**config.mk**
```make
export PLATFORM = sky130hd
export DESIGN_NAME = double_ended_queue_unit_flat
export DESIGN_NICKNAME = d
export VERILOG_FILES = /design/src/rtl/dq_pkg.sv /design/src/rtl/dq_if.sv /design/src/rtl/dq_ram.sv /design/src/rtl/double_ended_queue_unit.sv /design/src/flat_wrapper.sv
export SDC_FILE = /design/constraint.sdc
export NUM_CORES = 1
export LEC_CHECK = 0
export ABC_AREA = 1
export BUFFER_PORTS_ARGS = -buffer_cell sky130_fd_sc_hd__clkbuf_2
export CELL_PAD_IN_SITES_DETAIL_PLACEMENT = 1
export CELL_PAD_IN_SITES_GLOBAL_PLACEMENT = 1
export CORE_ASPECT_RATIO = 1.25
export CORE_MARGIN = 2
export CORE_UTILIZATION = 52
export CTS_BUF_LIST = sky130_fd_sc_hd__clkbuf_4
export DETAILED_ROUTE_END_ITERATION = 7
export GPL_ROUTABILITY_DRIVEN = 0
export PLACE_DENSITY_LB_ADDON = 0.1
export REMOVE_ABC_BUFFERS = 1
export SLEW_MARGIN = 10
export SYNTH_ARGS = -nofsm -noshare
export SYNTH_HDL_FRONTEND = slang
export SYNTH_SLANG_ARGS = --single-unit
```
**constraint.sdc**
```tcl
create_clock -name clk -period 4.3 [get_ports clk]
set_clock_uncertainty 0.05 [all_clocks]
set_input_delay 0.43 -clock clk [delete_from_list [all_inputs] [get_ports clk]]
set_output_delay 0.43 -clock clk [all_outputs]
set_load 0.02 [all_outputs]
```
**src/rtl/dq_pkg.sv**
```systemverilog
package dq_pkg;

    // command codes carried by a request beat
    typedef enum logic [1:0] {
        CMD_PUSH_HEAD = 2'd0,
        CMD_PUSH_TAIL = 2'd1,
        CMD_POP_HEAD  = 2'd2,
        CMD_POP_TAIL  = 2'd3
    } cmd_t;

    // status codes carried by a response beat
    typedef enum logic [1:0] {
        ST_OK    = 2'd0,
        ST_EMPTY = 2'd1,
        ST_FULL  = 2'd2
    } status_t;

endpackage

```
**src/rtl/dq_if.sv**
```systemverilog
// request channel: one command per beat
interface dq_req_if #(
    parameter int DATA_WIDTH = 32
);
    logic                  valid;
    logic                  ready;
    dq_pkg::cmd_t          command;
    logic [DATA_WIDTH-1:0] data_in;

    modport source (output valid, output command, output data_in, input ready);
    modport sink   (input valid, input command, input data_in, output ready);
endinterface

// response channel: one result per beat
interface dq_rsp_if #(
    parameter int DATA_WIDTH  = 32,
    parameter int COUNT_WIDTH = 5
);
    logic                   valid;
    logic                   ready;
    logic [DATA_WIDTH-1:0]  data_out;
    dq_pkg::status_t        status;
    logic [COUNT_WIDTH-1:0] count;

    modport source (output valid, output data_out, output status, output count, input ready);
    modport sink   (input valid, input data_out, input status, input count, output ready);
endinterface

```
**src/rtl/dq_ram.sv**
```systemverilog
module dq_ram #(
    parameter int DEPTH      = 16,
    parameter int DATA_WIDTH = 32,
    parameter int ADDR_WIDTH = 4
) (
    input  logic                  clk,
    input  logic                  wr_en,
    input  logic [ADDR_WIDTH-1:0] wr_addr,
    input  logic [DATA_WIDTH-1:0] wr_data,
    input  logic                  rd_en,
    input  logic [ADDR_WIDTH-1:0] rd_addr,
    output logic [DATA_WIDTH-1:0] rd_data
);

    logic [DATA_WIDTH-1:0] mem [DEPTH];
    logic [DATA_WIDTH-1:0] rd_data_reg;

    // write port
    always_ff @(posedge clk)
    begin
        if (wr_en)
        begin
            mem[wr_addr] <= wr_data;
        end
    end

    // registered read port, holds its data between reads
    always_ff @(posedge clk)
    begin
        if (rd_en)
        begin
            rd_data_reg <= mem[rd_addr];
        end
    end

    assign rd_data = rd_data_reg;

endmodule

```
**src/rtl/double_ended_queue_unit.sv**
```systemverilog
// Bounded double-ended queue of DEPTH words, kept in a ring memory.
// req (sink): one beat per command: push at head, push at tail, pop from
//   head or pop from tail; data_in is used by pushes only.
// rsp (source): exactly one beat per command, in command order, with the
//   word removed by a successful pop (zero otherwise), a status (ok, pop on
//   empty, push on full) and the number of entries held after the command.
// The response is valid in the cycle after its request beat, when the
//   memory's registered read port has the word ready for a pop.
// Throughput: one command per cycle while rsp is not stalled; each command
//   does a single read or a single write of the memory, so a pop may directly
//   follow a push to the same entry without forwarding.
// A push on a full queue is dropped; a pop on an empty queue changes nothing.
// Reset clears the front pointer and the count; the memory is not cleared,
//   only occupied entries are ever read.
// When rsp is stalled, the pending response holds and req.ready drops; it
//   rises again in the cycle the response is taken.
// The interfaces must be instantiated with the same DATA_WIDTH and with
//   COUNT_WIDTH = $clog2(DEPTH + 1).
module double_ended_queue_unit #(
    parameter int DEPTH      = 16,
    parameter int DATA_WIDTH = 32
) (
    input  logic         clk,
    input  logic         rst_n,
    dq_req_if.sink       req,
    dq_rsp_if.source     rsp
);

    localparam int AW = (DEPTH > 1) ? $clog2(DEPTH) : 1;
    localparam int CW = $clog2(DEPTH + 1);
    localparam int SW = CW + 2;

    logic [AW-1:0]         front_reg, front_next;
    logic [CW-1:0]         count_reg, count_next;
    logic                  res_valid_reg, res_valid_next;
    dq_pkg::status_t       res_status_reg, res_status_next;
    logic [CW-1:0]         res_count_reg;
    logic                  res_pop_reg, res_pop_next;

    logic                  accept;
    logic                  full, empty;
    logic [AW-1:0]         front_dec, front_inc;
    logic [SW-1:0]         tail_sum, last_sum;
    logic [AW-1:0]         tail_pos, last_pos;
    logic                  wr_en, rd_en;
    logic [AW-1:0]         wr_addr, rd_addr;
    logic [DATA_WIDTH-1:0] rd_data;

    // handshake
    assign req.ready = !res_valid_reg || rsp.ready;
    assign accept    = req.valid && req.ready;

    // ring positions around the front pointer
    assign full  = (count_reg == CW'(DEPTH));
    assign empty = (count_reg == '0);

    assign front_dec = (front_reg == '0) ? AW'(DEPTH - 1) : front_reg - AW'(1);
    assign front_inc = (front_reg == AW'(DEPTH - 1)) ? '0 : front_reg + AW'(1);

    assign tail_sum = SW'(front_reg) + SW'(count_reg);
    assign last_sum = tail_sum - SW'(1);
    assign tail_pos = (tail_sum >= SW'(DEPTH)) ? AW'(tail_sum - SW'(DEPTH)) : AW'(tail_sum);
    assign last_pos = (last_sum >= SW'(DEPTH)) ? AW'(last_sum - SW'(DEPTH)) : AW'(last_sum);

    // command decode: pointer update and at most one memory access
    always_comb
    begin
        front_next      = front_reg;
        count_next      = count_reg;
        wr_en           = 1'b0;
        wr_addr         = tail_pos;
        rd_en           = 1'b0;
        rd_addr         = front_reg;
        res_status_next = dq_pkg::ST_OK;
        res_pop_next    = 1'b0;
        case (req.command)
            dq_pkg::CMD_PUSH_HEAD:
            begin
                if (full)
                begin
                    res_status_next = dq_pkg::ST_FULL;
                end
                else
                begin
                    wr_en      = accept;
                    wr_addr    = front_dec;
                    front_next = front_dec;
                    count_next = count_reg + CW'(1);
                end
            end
            dq_pkg::CMD_PUSH_TAIL:
            begin
                if (full)
                begin
                    res_status_next = dq_pkg::ST_FULL;
                end
                else
                begin
                    wr_en      = accept;
                    wr_addr    = tail_pos;
                    count_next = count_reg + CW'(1);
                end
            end
            dq_pkg::CMD_POP_HEAD:
            begin
                if (empty)
                begin
                    res_status_next = dq_pkg::ST_EMPTY;
                end
                else
                begin
                    rd_en        = accept;
                    rd_addr      = front_reg;
                    res_pop_next = 1'b1;
                    front_next   = front_inc;
                    count_next   = count_reg - CW'(1);
                end
            end
            dq_pkg::CMD_POP_TAIL:
            begin
                if (empty)
                begin
                    res_status_next = dq_pkg::ST_EMPTY;
                end
                else
                begin
                    rd_en        = accept;
                    rd_addr      = last_pos;
                    res_pop_next = 1'b1;
                    count_next   = count_reg - CW'(1);
                end
            end
            default:
            begin
                res_status_next = dq_pkg::ST_OK;
            end
        endcase
    end

    // response valid: set by a request beat, cleared when taken
    always_comb
    begin
        if (accept)
        begin
            res_valid_next = 1'b1;
        end
        else if (rsp.ready)
        begin
            res_valid_next = 1'b0;
        end
        else
        begin
            res_valid_next = res_valid_reg;
        end
    end

    // control state
    always_ff @(posedge clk or negedge rst_n)
    begin
        if (!rst_n)
        begin
            front_reg     <= '0;
            count_reg     <= '0;
            res_valid_reg <= 1'b0;
        end
        else
        begin
            res_valid_reg <= res_valid_next;
            if (accept)
            begin
                front_reg <= front_next;
                count_reg <= count_next;
            end
        end
    end

    // response payload
    always_ff @(posedge clk)
    begin
        if (accept)
        begin
            res_status_reg <= res_status_next;
            res_count_reg  <= count_next;
            res_pop_reg    <= res_pop_next;
        end
    end

    // entry store
    dq_ram #(
        .DEPTH      (DEPTH),
        .DATA_WIDTH (DATA_WIDTH),
        .ADDR_WIDTH (AW)
    ) u_ram (
        .clk     (clk),
        .wr_en   (wr_en),
        .wr_addr (wr_addr),
        .wr_data (req.data_in),
        .rd_en   (rd_en),
        .rd_addr (rd_addr),
        .rd_data (rd_data)
    );

    // response outputs
    assign rsp.valid    = res_valid_reg;
    assign rsp.status   = res_status_reg;
    assign rsp.count    = res_count_reg;
    assign rsp.data_out = res_pop_reg ? rd_data : '0;

endmodule
```
**src/flat_wrapper.sv**
```systemverilog
// flat-port wrapper written by rule: the top's interface ports become plain ports
module double_ended_queue_unit_flat 
#(
    parameter int DEPTH      = 16,
    parameter int DATA_WIDTH = 32
)
  (clk, rst_n, req_valid, req_command, req_data_in, req_ready, rsp_valid, rsp_data_out, rsp_status, rsp_count, rsp_ready);
  dq_req_if #(.DATA_WIDTH(DATA_WIDTH)) req_i ();
  dq_rsp_if #(.DATA_WIDTH(DATA_WIDTH)) rsp_i ();
  input  logic clk;
  input  logic rst_n;
  input wire logic [$bits(req_i.valid)-1:0] req_valid;
  input wire logic [$bits(req_i.command)-1:0] req_command;
  input wire logic [$bits(req_i.data_in)-1:0] req_data_in;
  output wire logic [$bits(req_i.ready)-1:0] req_ready;
  output wire logic [$bits(rsp_i.valid)-1:0] rsp_valid;
  output wire logic [$bits(rsp_i.data_out)-1:0] rsp_data_out;
  output wire logic [$bits(rsp_i.status)-1:0] rsp_status;
  output wire logic [$bits(rsp_i.count)-1:0] rsp_count;
  input wire logic [$bits(rsp_i.ready)-1:0] rsp_ready;
  assign req_i.valid = req_valid;
  assign req_i.command = req_command;
  assign req_i.data_in = req_data_in;
  assign req_ready = req_i.ready;
  assign rsp_valid = rsp_i.valid;
  assign rsp_data_out = rsp_i.data_out;
  assign rsp_status = rsp_i.status;
  assign rsp_count = rsp_i.count;
  assign rsp_i.ready = rsp_ready;
  double_ended_queue_unit #(.DEPTH(DEPTH), .DATA_WIDTH(DATA_WIDTH)) u_core (.clk(clk), .rst_n(rst_n), .req(req_i), .rsp(rsp_i));
endmodule
```
# Word level (Yosys, flattened, before mapping)
# Memories as Yosys holds them, arrays and structs flattened. A register that Yosys moved wholly into a read port is not among the register bits.
# Index checks and enable logic that the tools add are counted.
# word_totals
reg_bits	18
ram_bits	512
output_inout_bits	41
mem_count	1
# mem_list
name	depth	width	rd	rd_clocked_by_memory_dff	write_ports	line	source
u_core.u_ram.mem	16	32	1	1	1	dq_ram.sv:15	logic [DATA_WIDTH-1:0] mem [DEPTH];
# classes
addsub	8
order_cmp	2
eq_ne	7
n_mux	27
reduce_logical	11
# op_table
op	count
2-to-1 mux 4 bit	10
2-to-1 mux 32 bit	1
subtractor 4 x 1 -> 4 bit (second input constant)	3
2-to-1 mux 1 bit	10
2-to-1 mux 5 bit	2
case mux 5 bit (2 select lines)	1
case mux 4 bit (2 select lines)	1
greater-or-equal comparator 7 x 5 -> 1 bit (second input constant)	1
subtractor 6 x 1 -> 7 bit (second input constant)	1
adder 4 x 5 -> 6 bit	1
greater-or-equal comparator 6 x 5 -> 1 bit (second input constant)	1
adder 5 x 1 -> 5 bit (second input constant)	1
equality test 5 bit (second input constant)	1
zero test 5 bit	1
subtractor 5 x 1 -> 5 bit (second input constant)	1
adder 4 x 1 -> 4 bit (second input constant)	1
equality test 2 bit (second input constant)	2
equality test 4 bit (second input constant)	1
zero test 4 bit	1
inequality test 2 bit (second input constant)	2
case mux 2 bit (2 select lines)	1
AND reduction 4 bit	1
nonzero test 2 bit	2
OR reduction 2 bit	2
other kinds (6)	6

# Logic depth before layout (Yosys ltp)
# logic_depth
word_depth	7
mapped_depth	13
depth_no_buf	11

# Hierarchy
# Synthesis repeated with hierarchy kept, for this count alone.
# hier_totals
cells_unflattened	2366
area_unflattened_um2	24681.2
# by_module_without_submodules
mod	instances	cells_each	area_per_inst_um2	seq_area_each_um2
dq_ram	1	2120	23050.9	16335.7
double_ended_queue_unit	1	246	1630.3	490.5

# Worst setup path after synthesis
# No wires, ideal clock.
# synth_timing
path_kind	reg-to-reg
start	register u_core.count_reg[0]
end	memory u_core.u_ram.mem[7][0] (enable)
arrival_time_ps	3032
t_required_ps	3829
path_slack_ps	797
path_stages_with_launch	8
n_path_buf	0
period_less_slack_ps	3503
cell_sequence	dfrtp_1 ha_1 fa_1 xor2_1 nand2_1 o21ai_0 nand2_1 nor2_1
# synth_via
elab_chain_len	5
elab_cells_between_ends	11
cone_classes	2 x add/sub; 1 x order compare; 1 x eq/ne; 7 x mux
# synth_rtl
element	line	source
start, declared	double_ended_queue_unit.sv:34	logic [CW-1:0] count_reg, count_next;
start signal, assigned	double_ended_queue_unit.sv:172	count_reg <= count_next;
adder 4 x 5 -> 6 bit / equality test 5 bit (equally long branches)	double_ended_queue_unit.sv:60, double_ended_queue_unit.sv:54	
greater-or-equal comparator 6 x 5 -> 1 bit (tied with other cells)	double_ended_queue_unit.sv:62	assign tail_pos = (tail_sum >= SW'(DEPTH)) ? AW'(tail_sum - SW'(DEPTH)) : AW'(tail_sum);
2-to-1 mux 4 bit / 2-to-1 mux 1 bit (equally long branches)	n/a	
2-to-1 mux 4 bit / 2-to-1 mux 1 bit (equally long branches)	double_ended_queue_unit.sv:79, dq_ram.sv:21	
2-to-1 mux 4 bit / 2-to-1 mux 1 bit (equally long branches)	n/a	
end, declared	dq_ram.sv:15	
# Several ways; a longest one is shown, not always the timed one.

# Final worst setup path
# layout_timing
start	register u_core.count_reg[0]
end	register u_core.u_ram.rd_data_reg[6] (netlist: u_core.u_ram.rd_data[6]) (read register of u_core.u_ram.mem) (data pin)
# layout_via
elab_chain_len	6
elab_cells_between_ends	10
cone_classes	3 x add/sub; 1 x order compare; 5 x mux; 1 x reduce/logical
# layout_rtl
element	line	source
adder 4 x 5 -> 6 bit	double_ended_queue_unit.sv:60	assign tail_sum = SW'(front_reg) + SW'(count_reg);
subtractor 6 x 1 -> 7 bit	double_ended_queue_unit.sv:61	assign last_sum = tail_sum - SW'(1);
greater-or-equal comparator 7 x 5 -> 1 bit / subtractor 4 x 1 -> 4 bit (equally long branches)	double_ended_queue_unit.sv:63	assign last_pos = (last_sum >= SW'(DEPTH)) ? AW'(last_sum - SW'(DEPTH)) : AW'(last_sum);
2-to-1 mux 4 bit	double_ended_queue_unit.sv:63	
2-to-1 mux 4 bit	double_ended_queue_unit.sv:121	if (empty)
2-to-1 mux 4 bit	n/a	
end, declared	dq_ram.sv:16	logic [DATA_WIDTH-1:0] rd_data_reg;
# Several ways; a longest one is shown, not always the timed one.
# A chain may end at the register's enable or synchronous reset.

==> impl_metrics.env <==
export IMPL_dieHeight_microns=248.8
export IMPL_combPwrFrac=0.423
export IMPL_crit_buf_inv=2
export IMPL_reg2reg_depth=11
export IMPL_cp_end_kind="register"
export IMPL_via_count=18060
export IMPL_final_common_cell="edfxtp_1"
export IMPL_status="completed"
export IMPL_cpMaxStageDelayCell="buf_4"
export IMPL_rows=89
export IMPL_wirelength_microns=73020
export IMPL_netSwitchingFraction=0.4227
export IMPL_initial_core_util=0.5270
export IMPL_crit_arrival_ns=4.00
export IMPL_min_period_ns=3.436
export IMPL_grt_met1_usage=0.3697
export IMPL_stdcell_area_sq_um=28310
export IMPL_synth_top_area_frac=0.6647
export IMPL_r2r_setup_slack_ns=0.86
export IMPL_clockRootBuffer="clkbuf_4"
export IMPL_dr_pass1_iters=7
export IMPL_cell_internal_pwr_uw=11330
export IMPL_mostFrequentLayoutCells="552 x edfxtp_1, 527 x nand3_1, 469 x inv_1, 464 x nand2_1, 214 x clkbuf_4"
export IMPL_power_leakage_uw=0.01205
export IMPL_use_met2=0.5220
export IMPL_critical_path_max_stage_delay_ns=0.57
export IMPL_cts_sinks=562
export IMPL_hold_depth=6
export IMPL_synth_area_sq_um=24940
export IMPL_seq_power_share=0.355
export IMPL_dp_hpwl_microns=40400
export IMPL_drtIter0Drc=1228
export IMPL_worstPathRequired_ns=4.87
export IMPL_grt_pass1_vias=19590
export IMPL_die_w_microns=199.9
export IMPL_yosysTopAreaCell="edfxtp_1"
export IMPL_post_dp_cell_area_sq_um=26210
export IMPL_largest_reg_flops=512
export IMPL_holdPathEnd="u_core.front_reg[0]"
export IMPL_min_from="req_command[0]"
export IMPL_top_usage_layer="met2"
export IMPL_worstSetupPathType="register to register"
export IMPL_areaGrowthSynthToFinish_pct=13.50
export IMPL_worstMarginPinSlew_ns=1.104
export IMPL_drc=0
export IMPL_synthArstFlopShare=0.01779
export IMPL_grt_total_usage=0.3022
export IMPL_grt_max_degree=94
export IMPL_clock_latency_ns=0.88
export IMPL_syn_inst=2334
export IMPL_core_sq_um=47330
export IMPL_r2r_end="u_core.u_ram.rd_data[6]"
export IMPL_globalRoute_totalOverflow=0
export IMPL_cp_max_fo=38
export IMPL_cts_made_buffers=141
export IMPL_synthFlopType="edfxtp_1"
export IMPL_drtAntennaViolNets=0
export IMPL_synth_edf_count=552
export IMPL_cpLargestDelayFamily="adder cells"
export IMPL_ctsResizeCount=0
export IMPL_setup_viol=0
export IMPL_start_kind="register"
export IMPL_grt_setup_unrepaired="no"
export IMPL_peakVddDrop_v=0.0008360
export IMPL_finalHoldViolCount=0
export IMPL_syn_mean_instance_area_sq_um=10.69
export IMPL_ys_warn_count=0
export IMPL_r2r_start="u_core.count_reg[0]"
export IMPL_cts_max_level=4
export IMPL_relSlewSlack=0.2640
export IMPL_clockBufferDepth=3
export IMPL_clock_fmax_mhz=291.0
export IMPL_cts_tree="done"
export IMPL_io_pins=79
export IMPL_die_area_sq_um=49740
export IMPL_pwr_share_clk=0.223
export IMPL_max_cap_violations=0
export IMPL_slew_viol_final=0
export IMPL_synthTopCellsByArea="edfxtp_1 66%, nand3_1 11%, inv_1 7.1%"
export IMPL_grt_pass1_wl_microns=111300
export IMPL_p_total_uw=19620
export IMPL_drive_gt1_frac=0.1437
export IMPL_grt_use_met3=0.04915
export IMPL_hp_class="input port to register"
export IMPL_path_cells="ha_1 -> fa_1 -> inv_1 -> ha_1 -> xor2_1 -> nand2_1 -> nand2_4 -> buf_4 -> nand3_1 -> nand3_1 -> nand2_1"
export IMPL_port_buffers=78
export IMPL_p_sw_uw=8295
export IMPL_ys_seq_area_frac=0.6747
export IMPL_synth_seq_cells=562
export IMPL_p_per_area_nw_per_um2=693.3
export IMPL_grt_antenna_before_repair=2
export IMPL_wl_per_cell_microns=22.49
export IMPL_synth_cell_types=29
export IMPL_min_period_over_period=0.7991
export IMPL_viasPerCell=5.563
export IMPL_path_clk_slew_ns=0.06
export IMPL_final_nets=2559
-- worst min-delay path, cell delays in order --
cell and delay [ns]:
clkbuf_2 0.20, nor2_1 0.07, nand2_1 0.06, inv_1 0.09, nand2_1 0.07, o21ai_0 0.07
-- synthesized netlist by cell type (all sizes together), types with 7 or more instances --
cell      n
nand3b   96
xor2      7
o21ai    17
nor2     27
inv     472
ha        9
nand3   529
edfxtp  552
nand2   471
buf     105
dfrtp    10
clkbuf   21
-- routing by layer --
metal,wire (microns),part of all wire
met4,2613,0.036
met1,28860,0.40
met3,3896,0.053
met5,13,0.00018
met2,37640,0.52
-- final cells by class --
type                    instances  area [sq um]
multi-input cells            1172          5872
clock buffers                 214          1607
repair buffers                160          1314
fillers                      5147         19020
well taps                     637         797.0
diodes                          1         2.502
inverters                     474          1779
flip-flops and latches        562         16830
clock inverters                27         108.9
-- kinds of logic after synthesis --
group                    share of synthesized area
XOR/XNOR                                  0.004214
flip-flops                                  0.6747
AND/OR/NAND/NOR                             0.2129
AO/OA/AOI/OAI                             0.005117
adder cells (fa/ha/maj)                   0.005318
buffers and inverters                      0.09778
-- worst max-delay path by stage --
stage          cells past startpoint                       end                 from
2_1_floorplan                      9  u_core.u_ram.rd_data[19]  u_core.count_reg[0]
3_3_place_gp                      11  u_core.u_ram.rd_data[14]  u_core.count_reg[1]
3_5_place_dp                      11  u_core.u_ram.rd_data[23]  u_core.count_reg[1]
4_1_cts                           10  u_core.u_ram.mem[11][31]  u_core.count_reg[1]
5_1_grt                           10  u_core.u_ram.mem[10][13]  u_core.count_reg[1]
6_report                          11   u_core.u_ram.rd_data[6]  u_core.count_reg[0]
-- power by group through the flow --
stage	registers (uW)	logic [uW]	clock network [uW]
3_3_place_gp	7050	7900	0
3_5_place_dp	7070	8180	0
6_report	6960	8290	4370
5_1_grt	7000	9000	4720
4_1_cts	6960	8280	4460
2_1_floorplan	7030	5070	0
-- through the flow --
stage                     worst slack, ns  TNS [ns]  hold slack, ns  cells  utilization
after floorplan                    -2.121    -67.42         0.08441   2208            -
after global placement             0.9900         0          0.2771   2967       0.5538
after detailed placement           0.9090         0          0.2748   2967       0.5538
after CTS                          0.8893         0         0.06663   3246       0.5980
after global routing               0.6287         0          0.1701   3247       0.5981
final                              0.8641         0          0.1225   3247       0.5981
-- what timing repair did --
| item | in CTS | in global routing |
|---|---|---|
| hold endpoints to repair | 525 | 0 |
| hold buffers | 38 | 0 |
| buffers inserted | 0 | 0 |
Note: power is estimated with default switching activity, not from simulation.
